## src/hdl/md5_pkg.sv

```systemverilog
// Types, constant tables and round functions of the MD5 stream hash.
package md5_pkg;

    typedef logic [31:0]      word_t;
    typedef logic [3:0][31:0] chain_t;

    // Control from the sequencer to the round unit.
    typedef struct packed {
        logic       load;    // copy chain into working regs, prefetch round 0
        logic       round;   // run one round
        logic       finish;  // fold working regs into chain
        logic       init;    // restore initial chain
        logic [5:0] rnd;     // current round number
    } md5_ctl_t;

    localparam chain_t CHAIN_INIT = {32'h10325476, 32'h98badcfe,
                                     32'hefcdab89, 32'h67452301};

    localparam logic [5:0] POS_LAST   = 6'h3f;
    localparam logic [5:0] POS_LENGTH = 6'd56;
    localparam logic [7:0] PAD_MARK   = 8'h80;
    localparam logic [2:0] MAX_BYTES  = 3'd4;

    localparam word_t ROUND_K [64] = '{
        32'hd76aa478, 32'he8c7b756, 32'h242070db, 32'hc1bdceee,
        32'hf57c0faf, 32'h4787c62a, 32'ha8304613, 32'hfd469501,
        32'h698098d8, 32'h8b44f7af, 32'hffff5bb1, 32'h895cd7be,
        32'h6b901122, 32'hfd987193, 32'ha679438e, 32'h49b40821,
        32'hf61e2562, 32'hc040b340, 32'h265e5a51, 32'he9b6c7aa,
        32'hd62f105d, 32'h02441453, 32'hd8a1e681, 32'he7d3fbc8,
        32'h21e1cde6, 32'hc33707d6, 32'hf4d50d87, 32'h455a14ed,
        32'ha9e3e905, 32'hfcefa3f8, 32'h676f02d9, 32'h8d2a4c8a,
        32'hfffa3942, 32'h8771f681, 32'h6d9d6122, 32'hfde5380c,
        32'ha4beea44, 32'h4bdecfa9, 32'hf6bb4b60, 32'hbebfbc70,
        32'h289b7ec6, 32'heaa127fa, 32'hd4ef3085, 32'h04881d05,
        32'hd9d4d039, 32'he6db99e5, 32'h1fa27cf8, 32'hc4ac5665,
        32'hf4292244, 32'h432aff97, 32'hab9423a7, 32'hfc93a039,
        32'h655b59c3, 32'h8f0ccc92, 32'hffeff47d, 32'h85845dd1,
        32'h6fa87e4f, 32'hfe2ce6e0, 32'ha3014314, 32'h4e0811a1,
        32'hf7537e82, 32'hbd3af235, 32'h2ad7d2bb, 32'heb86d391
    };

    localparam logic [4:0] ROUND_S [16] = '{
        5'd7, 5'd12, 5'd17, 5'd22, 5'd5, 5'd9, 5'd14, 5'd20,
        5'd4, 5'd11, 5'd16, 5'd23, 5'd6, 5'd10, 5'd15, 5'd21
    };

    // Message word used by round r.
    function automatic logic [3:0] msg_index(input logic [5:0] r);
        logic [3:0] r4;
        r4 = r[3:0];
        case (r[5:4])
            2'd0:    return r4;
            2'd1:    return 4'(r4 * 4'd5 + 4'd1);
            2'd2:    return 4'(r4 * 4'd3 + 4'd5);
            default: return 4'(r4 * 4'd7);
        endcase
    endfunction

    function automatic word_t mix_f(input logic [1:0] grp, input word_t b,
                                    input word_t c, input word_t d);
        case (grp)
            2'd0:    return (b & c) | (~b & d);
            2'd1:    return (b & d) | (c & ~d);
            2'd2:    return b ^ c ^ d;
            default: return c ^ (b | ~d);
        endcase
    endfunction

    function automatic word_t rotl(input word_t v, input logic [4:0] s);
        logic [63:0] dbl;
        dbl = {v, v} << s;
        return dbl[63:32];
    endfunction

endpackage

```

## src/hdl/md5_buf.sv

```systemverilog
// Sixteen-word block buffer with byte-lane writes and one registered read port.
module md5_buf (
    input  logic          aclk,
    input  logic          wr_en,
    input  logic [5:0]    wr_pos,
    input  logic [7:0]    wr_byte,
    input  logic [3:0]    rd_idx,
    output md5_pkg::word_t rd_word
);
    import md5_pkg::*;

    word_t store_reg [16];
    word_t rd_reg;

    always_ff @(posedge aclk) begin
        if (wr_en) begin
            store_reg[wr_pos[5:2]][{wr_pos[1:0], 3'b000} +: 8] <= wr_byte;
        end
        rd_reg <= store_reg[rd_idx];
    end

    assign rd_word = rd_reg;

endmodule

```

## src/hdl/md5_core.sv

```systemverilog
// MD5 round unit: chaining value, working registers, one round per cycle.
module md5_core (
    input  logic              aclk,
    input  logic              aresetn,
    input  md5_pkg::md5_ctl_t ctl,
    input  md5_pkg::word_t    msg_word,
    output logic [3:0]        msg_idx,
    output md5_pkg::chain_t   chain
);
    import md5_pkg::*;

    chain_t chain_reg, chain_next;
    word_t  a_reg, b_reg, c_reg, d_reg;
    word_t  km_reg;          // K[r] + M[g(r)], registered ahead of round r
    logic [5:0] fetch_rnd;   // round whose message word is read now
    logic [5:0] km_rnd;      // round whose K + M sum is formed now
    word_t  f_val, t_val, b_new;
    logic [4:0] shamt;

    // buffer read is registered: a word arrives in the cycle after its index,
    // so the index runs two rounds ahead of the round being computed
    assign fetch_rnd = ctl.round ? 6'(ctl.rnd + 6'd2) :
                       (ctl.load ? 6'(ctl.rnd + 6'd1) : 6'd0);
    assign km_rnd    = ctl.load ? ctl.rnd : 6'(ctl.rnd + 6'd1);
    assign msg_idx   = msg_index(fetch_rnd);

    assign f_val = mix_f(ctl.rnd[5:4], b_reg, c_reg, d_reg);
    assign t_val = a_reg + f_val + km_reg;
    assign shamt = ROUND_S[{ctl.rnd[5:4], ctl.rnd[1:0]}];
    assign b_new = b_reg + rotl(t_val, shamt);

    always_comb begin
        chain_next = chain_reg;
        if (ctl.init) begin
            chain_next = CHAIN_INIT;
        end else if (ctl.finish) begin
            chain_next[0] = chain_reg[0] + a_reg;
            chain_next[1] = chain_reg[1] + b_reg;
            chain_next[2] = chain_reg[2] + c_reg;
            chain_next[3] = chain_reg[3] + d_reg;
        end
    end

    always_ff @(posedge aclk) begin
        if (!aresetn) begin
            chain_reg <= CHAIN_INIT;
        end else begin
            chain_reg <= chain_next;
        end
    end

    always_ff @(posedge aclk) begin
        if (ctl.load) begin
            a_reg <= chain_reg[0];
            b_reg <= chain_reg[1];
            c_reg <= chain_reg[2];
            d_reg <= chain_reg[3];
        end else if (ctl.round) begin
            a_reg <= d_reg;
            d_reg <= c_reg;
            c_reg <= b_reg;
            b_reg <= b_new;
        end
        if (ctl.load || ctl.round) begin
            km_reg <= ROUND_K[km_rnd] + msg_word;
        end
    end

    assign chain = chain_reg;

endmodule

```

## src/hdl/md5_stream_hash.sv

```systemverilog
// Top level of the MD5 stream hash: byte sequencer, padding and digest output.
//
// MD5 digest over a stream of words. Each input word carries up to four
// message bytes (first byte in bits 7:0), byte_count says how many are valid
// (5 to 7 count as 4), and end_of_message closes the message. After the
// closing word the block returns four digest words A, B, C, D in order,
// word_index 0 to 3, last_word set on D, then starts a fresh message.
// Timing: the block handles one word at a time and s_ready is low while it
// works. Message bytes go into the block buffer one byte per cycle while no
// compression runs. Every time the 64-byte buffer fills, the round unit runs
// the compression (one load, 64 rounds at one per cycle, one chain update).
// On the closing word the padding is written byte by byte (9 to 72 bytes,
// one per cycle) with one or two compressions, and the four digest words
// then leave through the output port, one per cycle while m_ready is high.
// The next message word is taken once D has been accepted.
module md5_stream_hash (
    input  logic        aclk,
    input  logic        aresetn,
    input  logic        s_valid,
    output logic        s_ready,
    input  logic [31:0] s_data_word,
    input  logic [2:0]  s_byte_count,
    input  logic        s_end_of_message,
    output logic        m_valid,
    input  logic        m_ready,
    output logic [31:0] m_digest_word,
    output logic [1:0]  m_word_index,
    output logic        m_last_word
);
    import md5_pkg::*;

    // Sequencer states.
    localparam logic [2:0] ST_IDLE  = 3'd0;
    localparam logic [2:0] ST_BYTES = 3'd1;   // write message bytes
    localparam logic [2:0] ST_PAD   = 3'd2;   // write padding and length
    localparam logic [2:0] ST_LOAD  = 3'd3;   // start compression
    localparam logic [2:0] ST_ROUND = 3'd4;   // 64 rounds
    localparam logic [2:0] ST_ADD   = 3'd5;   // chain update
    localparam logic [2:0] ST_OUT   = 3'd6;   // deliver digest words

    logic [2:0]  state_reg, state_next;
    logic [31:0] data_reg, data_next;
    logic [2:0]  cnt_reg, cnt_next;
    logic        eom_reg, eom_next;
    logic [2:0]  bidx_reg, bidx_next;     // byte index within the word
    logic [5:0]  pos_reg, pos_next;       // fill position in the block
    logic [63:0] len_reg, len_next;       // message bit count
    logic        pad_reg, pad_next;       // padding in progress
    logic        first_reg, first_next;   // next pad byte is the 0x80 mark
    logic        tail_reg, tail_next;     // writing the length bytes
    logic [5:0]  rnd_reg, rnd_next;
    logic [1:0]  oidx_reg, oidx_next;

    logic [2:0]  cnt_sat;
    logic [5:0]  pos_inc;
    logic        wr_en;
    logic [7:0]  wr_byte;
    logic [3:0]  rd_idx;
    word_t       rd_word;
    chain_t      chain;
    md5_ctl_t    ctl;

    assign cnt_sat = (s_byte_count > MAX_BYTES) ? MAX_BYTES : s_byte_count;
    assign pos_inc = pos_reg + 6'd1;

    always_comb begin
        state_next = state_reg;
        data_next  = data_reg;
        cnt_next   = cnt_reg;
        eom_next   = eom_reg;
        bidx_next  = bidx_reg;
        pos_next   = pos_reg;
        len_next   = len_reg;
        pad_next   = pad_reg;
        first_next = first_reg;
        tail_next  = tail_reg;
        rnd_next   = rnd_reg;
        oidx_next  = oidx_reg;
        wr_en      = 1'b0;
        wr_byte    = 8'h00;
        ctl        = '0;
        ctl.rnd    = rnd_reg;

        case (state_reg)
            ST_IDLE: begin
                if (s_valid) begin
                    data_next  = s_data_word;
                    cnt_next   = cnt_sat;
                    eom_next   = s_end_of_message;
                    bidx_next  = 3'd0;
                    len_next   = len_reg + {58'd0, cnt_sat, 3'b000};
                    state_next = ST_BYTES;
                end
            end
            ST_BYTES: begin
                if (bidx_reg < cnt_reg) begin
                    wr_en     = 1'b1;
                    wr_byte   = data_reg[{bidx_reg[1:0], 3'b000} +: 8];
                    pos_next  = pos_inc;
                    bidx_next = bidx_reg + 3'd1;
                    if (pos_reg == POS_LAST) begin
                        rnd_next   = 6'd0;
                        state_next = ST_LOAD;
                    end
                end else if (eom_reg) begin
                    pad_next   = 1'b1;
                    first_next = 1'b1;
                    state_next = ST_PAD;
                end else begin
                    state_next = ST_IDLE;
                end
            end
            ST_PAD: begin
                wr_en = 1'b1;
                if (first_reg) begin
                    wr_byte = PAD_MARK;
                end else if (tail_reg) begin
                    // length goes out little-endian in bytes 56..63
                    wr_byte = len_reg[{pos_reg[2:0], 3'b000} +: 8];
                end else begin
                    wr_byte = 8'h00;
                end
                pos_next   = pos_inc;
                first_next = 1'b0;
                if (!tail_reg && pos_inc == POS_LENGTH) begin
                    tail_next = 1'b1;
                end
                if (pos_reg == POS_LAST) begin
                    rnd_next   = 6'd0;
                    state_next = ST_LOAD;
                end
            end
            ST_LOAD: begin
                ctl.load   = 1'b1;
                state_next = ST_ROUND;
            end
            ST_ROUND: begin
                ctl.round = 1'b1;
                rnd_next  = rnd_reg + 6'd1;
                if (rnd_reg == POS_LAST) begin
                    state_next = ST_ADD;
                end
            end
            ST_ADD: begin
                ctl.finish = 1'b1;
                oidx_next  = 2'd0;
                if (!pad_reg) begin
                    state_next = ST_BYTES;
                end else if (tail_reg) begin
                    state_next = ST_OUT;
                end else begin
                    state_next = ST_PAD;
                end
            end
            ST_OUT: begin
                if (m_ready) begin
                    if (oidx_reg == 2'd3) begin
                        // digest taken: fresh message
                        ctl.init   = 1'b1;
                        pos_next   = 6'd0;
                        len_next   = 64'd0;
                        pad_next   = 1'b0;
                        tail_next  = 1'b0;
                        state_next = ST_IDLE;
                    end else begin
                        oidx_next = oidx_reg + 2'd1;
                    end
                end
            end
            default: begin
                state_next = ST_IDLE;
            end
        endcase
    end

    always_ff @(posedge aclk) begin
        if (!aresetn) begin
            state_reg <= ST_IDLE;
            pos_reg   <= 6'd0;
            len_reg   <= 64'd0;
            pad_reg   <= 1'b0;
            first_reg <= 1'b0;
            tail_reg  <= 1'b0;
            bidx_reg  <= 3'd0;
            cnt_reg   <= 3'd0;
            eom_reg   <= 1'b0;
            rnd_reg   <= 6'd0;
            oidx_reg  <= 2'd0;
        end else begin
            state_reg <= state_next;
            pos_reg   <= pos_next;
            len_reg   <= len_next;
            pad_reg   <= pad_next;
            first_reg <= first_next;
            tail_reg  <= tail_next;
            bidx_reg  <= bidx_next;
            cnt_reg   <= cnt_next;
            eom_reg   <= eom_next;
            rnd_reg   <= rnd_next;
            oidx_reg  <= oidx_next;
        end
    end

    // data word needs no reset
    always_ff @(posedge aclk) begin
        data_reg <= data_next;
    end

    md5_buf u_buf (
        .aclk    (aclk),
        .wr_en   (wr_en),
        .wr_pos  (pos_reg),
        .wr_byte (wr_byte),
        .rd_idx  (rd_idx),
        .rd_word (rd_word)
    );

    md5_core u_core (
        .aclk     (aclk),
        .aresetn  (aresetn),
        .ctl      (ctl),
        .msg_word (rd_word),
        .msg_idx  (rd_idx),
        .chain    (chain)
    );

    assign s_ready       = (state_reg == ST_IDLE);
    assign m_valid       = (state_reg == ST_OUT);
    assign m_digest_word = chain[oidx_reg];
    assign m_word_index  = oidx_reg;
    assign m_last_word   = (oidx_reg == 2'd3);

endmodule

```

## config.mk

```make
export PLATFORM = sky130hd
export DESIGN_NAME = md5_stream_hash
export DESIGN_NICKNAME = d
export VERILOG_FILES = /design/src/hdl/md5_pkg.sv /design/src/hdl/md5_buf.sv /design/src/hdl/md5_core.sv /design/src/hdl/md5_stream_hash.sv
export SDC_FILE = /design/constraint.sdc
export NUM_CORES = 2
export LEC_CHECK = 0
export CORE_MARGIN = 1
export CORE_UTILIZATION = 59
export CTS_CLUSTER_DIAMETER = 120
export CTS_CLUSTER_SIZE = 30
export DETAILED_ROUTE_END_ITERATION = 6
export DONT_BUFFER_PORTS = 1
export MAX_ROUTING_LAYER = met4
export PLACE_DENSITY = 0.89
export SLEW_MARGIN = 30
export SYNTH_ARGS = -nofsm -noshare
export SYNTH_HDL_FRONTEND = slang
export SYNTH_SLANG_ARGS = --single-unit
export TNS_END_PERCENT = 20
```

## constraint.sdc

```tcl
create_clock -name aclk -period 7.8 [get_ports aclk]
set_clock_uncertainty 0.2 [all_clocks]
set_input_delay 0.78 -clock aclk [delete_from_list [all_inputs] [get_ports aclk]]
set_output_delay 0.78 -clock aclk [all_outputs]
set_load 0.1 [all_outputs]
```

; ---- After elaboration in Yosys (flattened, before gate mapping)
; Memories as Yosys holds them, arrays and structs flattened. A register that Yosys moved wholly into a read port is not among the register bits.
; Cells that the tools add are included.
[totals]
ff_bits = 411
ramBits = 512
rom_bits = 2128
in_bits = 40
output_inout_bits = 37
word_cells = 187
mem_count = 3
[mem_list]
columns = name, words, word_bits, read_ports, rd_clocked_by_memory_dff, write_ports, line_no
row1 = (name not given), 64, 32, 1, 0, 0, md5_core.sv:65  ; km_reg <= ROUND_K[km_rnd] + msg_word;
row2 = u_buf.store_reg, 16, 32, 1, 1, 1, md5_buf.sv:12  ; word_t store_reg [16];
row3 = (name not given), 16, 5, 1, 0, 0, md5_core.sv:29  ; assign shamt = ROUND_S[{ctl.rnd[5:4], ctl.rnd[1:0]}];
[op_classes]
n_addsub = 17
multipliers = 3
magnitude_cmp = 5
n_eq_ne = 23
shift = 5
n_mux = 69
bitwise_logic = 15
n_reduce_logical = 26
[op_table]
columns = operator, n
row1 = 32-bit 2-to-1 mux, 12
row2 = 32-bit adder, 8
row3 = 64-bit 2-to-1 mux, 3
row4 = 32-bit bitwise AND, 4
row5 = 64-bit one-hot mux with 2 select lines, 1
row6 = 32-bit OR, 3
row7 = 32-bit one-hot mux with 3 select lines, 1
row8 = 32-bit bitwise XOR, 3
row9 = 64-bit by 6-bit adder with 64-bit output, 1
row10 = 32-bit binary-select mux with 2-bit select, 1
row11 = 32-bit NOT, 2
row12 = 64-bit by 7-bit indexed part select with 8-bit output, 1
row13 = 64-bit by 5-bit << shifter with 64-bit output, 1
row14 = 6-bit 2-to-1 mux, 8
row15 = 6-bit one-hot mux with 3 select lines, 2
row16 = 3-bit 2-to-1 mux, 11
row17 = "8-bit by 7-bit variable shift with 32-bit output, first input constant", 1
row18 = 32-bit by 6-bit indexed part select with 8-bit output, 1
row19 = 8-bit by 7-bit indexed part select with 32-bit output, 1
row20 = 8-bit 2-to-1 mux, 3
row21 = 3-bit one-hot mux with 7 select lines, 1
row22 = "6-bit equality test, second input constant", 3
row23 = 8-bit one-hot mux with 2 select lines, 1
row24 = 4-bit AND reduction, 4
row25 = 42 further kinds, 86

; ---- Depth between registers and ports, before layout
[logic_depth]
ltp_word = 10
depth_mapped = 39

; ---- By module
; From an unflattened synthesis, not the netlist that was laid out.
[unflattened]
cells_unflattened = 5174
hier_area_um2 = 56354.0
[by_module_without_submodules]
columns = module, n_inst, cells_per_inst, area_per_inst_um2
row1 = md5_core, 1, 3534, 29041.6
row2 = md5_buf, 1, 954, 20399.6
row3 = md5_stream_hash, 1, 686, 6912.9

; ---- Worst setup path before layout
; OpenSTA, ideal clock, no wires.
[synth_timing]
path_kind = reg2reg
startpoint = register rnd_reg[4]
endpoint = register u_core.b_reg[30] (data pin)
setup_time_ps = 269
arrival_ps = 7981
slack_ps = -650
path_stages_with_launch = 38
path_cell_list = dfxtp_1 clkbuf_1 buf_2 clkbuf_1 buf_1 clkbuf_1 o22a_1 o221ai_1 fa_1 inv_1 ha_1 fa_1 a21o_1 a221oi_2 a211oi_2 nor2_2 o31a_1 o211a_1 [2 not listed] o31a_1 mux2_2 mux2i_1 mux2i_1 ha_1 fa_1 a21o_1 a21oi_1 o21ai_0 a21oi_1 nor4_1 o31ai_1 a21oi_1 o221ai_1 o2111ai_1 a21oi_1 xor2_1 o21ai_0
[synth_between]
elab_chain_len = 8
[synth_rtl]
columns = item, line_no
row1 = "start, declared", md5_stream_hash.sv:51  ; logic [5:0] rnd_reg, rnd_next;
row2 = "start signal, assigned", md5_stream_hash.sv:199  ; rnd_reg <= rnd_next;
row3 = 2-bit equality test (tied with other cells), md5_pkg.sv:62  ; case (grp)
row4 = 32-bit one-hot mux with 3 select lines or memory 16 x 5 bit (tied branches), --
row5 = 32-bit adder or 5-bit 2-to-1 mux (tied branches) (2 in a row), "md5_core.sv:28, md5_core.sv:29"
row6 = 64-bit by 5-bit << shifter with 64-bit output *, md5_pkg.sv:72  ; dbl = {v, v} << s;
row7 = 32-bit adder *, md5_core.sv:30  ; assign b_new = b_reg + rotl(t_val, shamt);
row8 = 32-bit 2-to-1 mux *, md5_core.sv:58  ; end else if (ctl.round) begin
row9 = 32-bit 2-to-1 mux *, md5_core.sv:53  ; if (ctl.load) begin
row10 = "end signal, assigned", md5_core.sv:55  ; b_reg <= chain_reg[1];
row11 = "end signal, assigned", md5_core.sv:62  ; b_reg <= b_new;
row12 = "end, declared", md5_core.sv:13  ; word_t a_reg, b_reg, c_reg, d_reg;
; Mark *: on every way between the ends. The rest lies on a longest branch, timed or not. The select of a mux whose other input is x is not followed.
; A chain may end at the register's enable or synchronous reset.

; ---- Worst setup path in the final report
[layout_timing]
startpoint = register rnd_reg[4]
endpoint = register u_core.b_reg[28] (data pin)
; The elaborated chain is that of the path after synthesis.

==> flow_summary.toml <==
[status]
status = "complete, but fails checks"
failing_checks = "DRC, setup timing"

[sta]
finalHoldViolations = 0
report.final.setup_viol = 5
max_freq_mhz = 125
slew_violations = 0
slew-limit-headroom_pct = 20.0
min_clock_period_post_route_ns = 7.97
timing.setup.tns_ns = -0.675
layout_worst_path_cycle_share_pct = 102
setup_slack_ns = -0.171
timing_worst_slew_pin_value_ns = 1.20
rsz0062_at_grt = "true"
worst_hold_slack_ns = 0.0245

[detailed_routing]
highest_layer = "met4"
routed-via-count = 47600
m1WireLength_mm = 66.1
route.detailed.drc = 71
drt_pre_antenna_iters = 7
drt.antenna.violating_nets = 0
wl_met2_mm = 86.3
first_iter_violations = 7266
route.detailed.vias_per_inst = 6.99
met3RoutedLength_mm = 22.2
routed_wire_length_per_instance_um = 27.9
routed_wirelength_mm = 190

[synthesis]
sequential_to_total_area_share_from_yosys_stat_pct = 46.0
syn_inst = 5406
synth_async_sr_flop_share_pct = 0
mappedNetlistArea_um2 = 56700
top_flip_flop_cell_by_instance_count_after_synthesis = "edfxtp_1"
yosys_warnings = 0
synth_edf_count = 704
ys_types = 105
postSynthNetCount = 5745
yosys_register_bits = 952
syn_avg_cell_area_um2 = 10.5

[worst_setup_path]
timing.critical_path.to_type = "flop"
timing.critical_path.mode_cell = "buf_4"
slowest_cell_on_the_critical_path = "dfxtp_4"
startpoint_class = "flop"
crit_family = "compound AO/OA/AOI/OAI gates"
critical_path.max_fanout = 22
worst-endpoint-required_ns = 8.01
cp_data_arrival_time_ns = 8.18
worst-setup-path-type = "flop to flop"
path_buf_inv = 6
rrSetupSlack_ns = -0.17
critical-path-max-stage-delay_ns = 0.50

[global_routing]
grt_use_total_pct = 38.7
grt_antenna_before_repair = 11
gr-total-overflow = 0
largest_net_degree_at_the_start_of_global_routing = 187
first_global_vias = 44800
first_pass_grt_wire_length_mm = 279

[finish]
largest_register_ffs = 512
area.growth.synth_to_final_pct = 9.38
fill_cell_instance_count_of_the_final_layout = 6829
drive_above_1_share_pct = 13.8
final_cells = 6814
design.final.nets = 5846

[floorplan]
fp.dieArea_um2 = 97400
floorplan.initialDensity_pct = 59.6
rows = 113
die-width_um = 312
placeableCoreArea_um2 = 95200
floorplan.io_pins = 77
die_height_um = 312

[place]
numPortBuffers = 0
place.gp.congestion = 1.01
post-dp-hpwl_mm = 126
placed_cells = 6678

[clock_network]
clock_sink_count = 952
clk_pin_slew_ns = 0.13
clockBufferDepth = 3
clk_root_buffer_cell = "clkbuf_16"
clock_tree_from_tritoncts = "yes"
inserted_clock_buffers = 39
worst_skew_pair.late_latency_ns = 0.69
cts.htree.levels = 2

[power]
ir_drop_uv = 269
leakage_nw = 21.9
power_density_nw_per_um2 = 148
p_total_mw = 9.17

[min_path]
hp_class = "input port to flop"

[run]
maxCapViolCount = 0
==> routing by layer <==
metal | up-vias | global-route usage [%]
met3 | 1060 | 8.27
li1 | 20200 | -
met1 | 22600 | 47.0
met2 | 3789 | 59.5
met4 | 0 | 23.2
met5 | - | -
==> final timing paths <==
path                          from                to  depth (start not counted)
setup / recovery        rnd_reg[4]  u_core.b_reg[28]                         34
hold / removal             aresetn   m_word_index[0]                          1
setup reg to reg        rnd_reg[4]  u_core.b_reg[28]                         34
hold reg to reg   u_core.chain[96]  u_core.chain[96]                          2
==> Yosys cell counts (32+ instances only) <==
| cell | count | area share [%] |
|---|---|---|
| ha_1 | 258 | 5.7 |
| a31oi_1 | 67 | 0.74 |
| nor2b_1 | 50 | 0.55 |
| buf_1 | 46 | 0.30 |
| mux4_2 | 174 | 6.9 |
| or3_1 | 37 | 0.41 |
| xor2_1 | 143 | 2.2 |
| clkbuf_1 | 196 | 1.3 |
| fa_1 | 41 | 1.4 |
| xnor2_1 | 144 | 2.2 |
| o22a_1 | 32 | 0.49 |
| a211oi_1 | 61 | 0.81 |
| nand2b_1 | 36 | 0.40 |
| o221ai_1 | 46 | 0.71 |
| nand2_1 | 718 | 4.7 |
| o21ai_0 | 283 | 2.5 |
| a21oi_1 | 397 | 3.5 |
| dfxtp_1 | 248 | 8.7 |
| edfxtp_1 | 704 | 37 |
| inv_1 | 232 | 1.5 |
| o21a_1 | 44 | 0.58 |
| mux2i_1 | 106 | 1.9 |
| nand3_1 | 141 | 1.2 |
| nand4_1 | 34 | 0.37 |
| o211ai_1 | 60 | 0.79 |
| a21o_1 | 84 | 1.1 |
| mux2_2 | 49 | 0.97 |
| o21ai_1 | 44 | 0.39 |
| nor3_1 | 65 | 0.57 |
| nor2_1 | 419 | 2.8 |
==> timing repair <==
action,4_1_cts,5_1_grt
setup buffers,3,10
pin swaps,8,38
setup endpoints to repair,9,15
hold buffers,30,2
endpoints found under the hold margin,30,2
gates resized for setup,20,84
cloned,1,3
==> per-stage QoR <==
stage          instance area (um^2)  setup slack (ns)  util [%]
2_1_floorplan                 56800          0.000861         -
3_3_place_gp                  59600           -0.0876      62.6
3_5_place_dp                  59600            -0.241      62.7
4_1_cts                       61300           -0.0767      64.4
5_1_grt                       62100            -0.426      65.2
6_report                      62100            -0.171      65.2
==> layout by cell type, fill, tap and decap left out, types with 39 or more instances in the layout <==
| master | instances |
|---|---|
| xnor2_1 | 137 |
| mux4_2 | 174 |
| a31oi_1 | 65 |
| a211oi_1 | 59 |
| o21ai_0 | 273 |
| o21a_1 | 41 |
| xor2_1 | 138 |
| fa_1 | 39 |
| edfxtp_1 | 704 |
| nor2_1 | 384 |
| dfxtp_1 | 242 |
| buf_4 | 291 |
| nand2_1 | 718 |
| nor2b_1 | 49 |
| mux2_2 | 49 |
| ha_1 | 244 |
| o21ai_1 | 46 |
| mux2i_1 | 102 |
| nand3_1 | 140 |
| a21o_1 | 84 |
| a21oi_1 | 382 |
| o211ai_1 | 60 |
| nor3_1 | 64 |
| inv_1 | 227 |
| clkbuf_16 | 42 |
==> layout make-up <==
class	instances	area (um^2)	area share (%)
diodes	11	27.5	0.0444
clock buffers	65	1080	1.75
clock inverters	7	140	0.226
inverters	235	892	1.44
multi-input cells	3927	29200	47.1
flip-flops and latches	952	26100	42.1
well taps	1265	1580	2.55
repair buffers	352	3010	4.85
==> kinds of logic (layout without fill, tap and decap cells) <==
| group | Yosys count | count (layout) | share of synthesized area (%) |
|---|---|---|---|
| flops | 952 | 952 | 46.0 |
| buf+inv | 527 | 659 | 3.95 |
| fa+ha+maj | 329 | 329 | 7.66 |
| xor+xnor | 291 | 291 | 4.57 |
| compound gates | 1352 | 1352 | 15.1 |
| mux | 338 | 338 | 10.2 |
| other cells | 0 | 11 | 0 |
| simple gates | 1617 | 1617 | 12.6 |
==> worst register-to-register path: cells and delay by family, from the launching register on <==
kind,cells,cell delay (ns)
compound gates,15,2.90
xor+xnor,2,0.34
fa+ha+maj,3,1.16
buf+inv,6,0.96
flops,1,0.50
mux,3,0.61
simple gates,5,1.01
==> report_power, final <==
| part | internal, mW | total, mW | switching [mW] |
|---|---|---|---|
| Sequential | 5.44 | 5.47 | 0.0384 |
| Clock | 1.01 | 2.72 | 1.71 |
| Combinational | 0.398 | 0.981 | 0.583 |
Power figures use the tool's default switching activity.
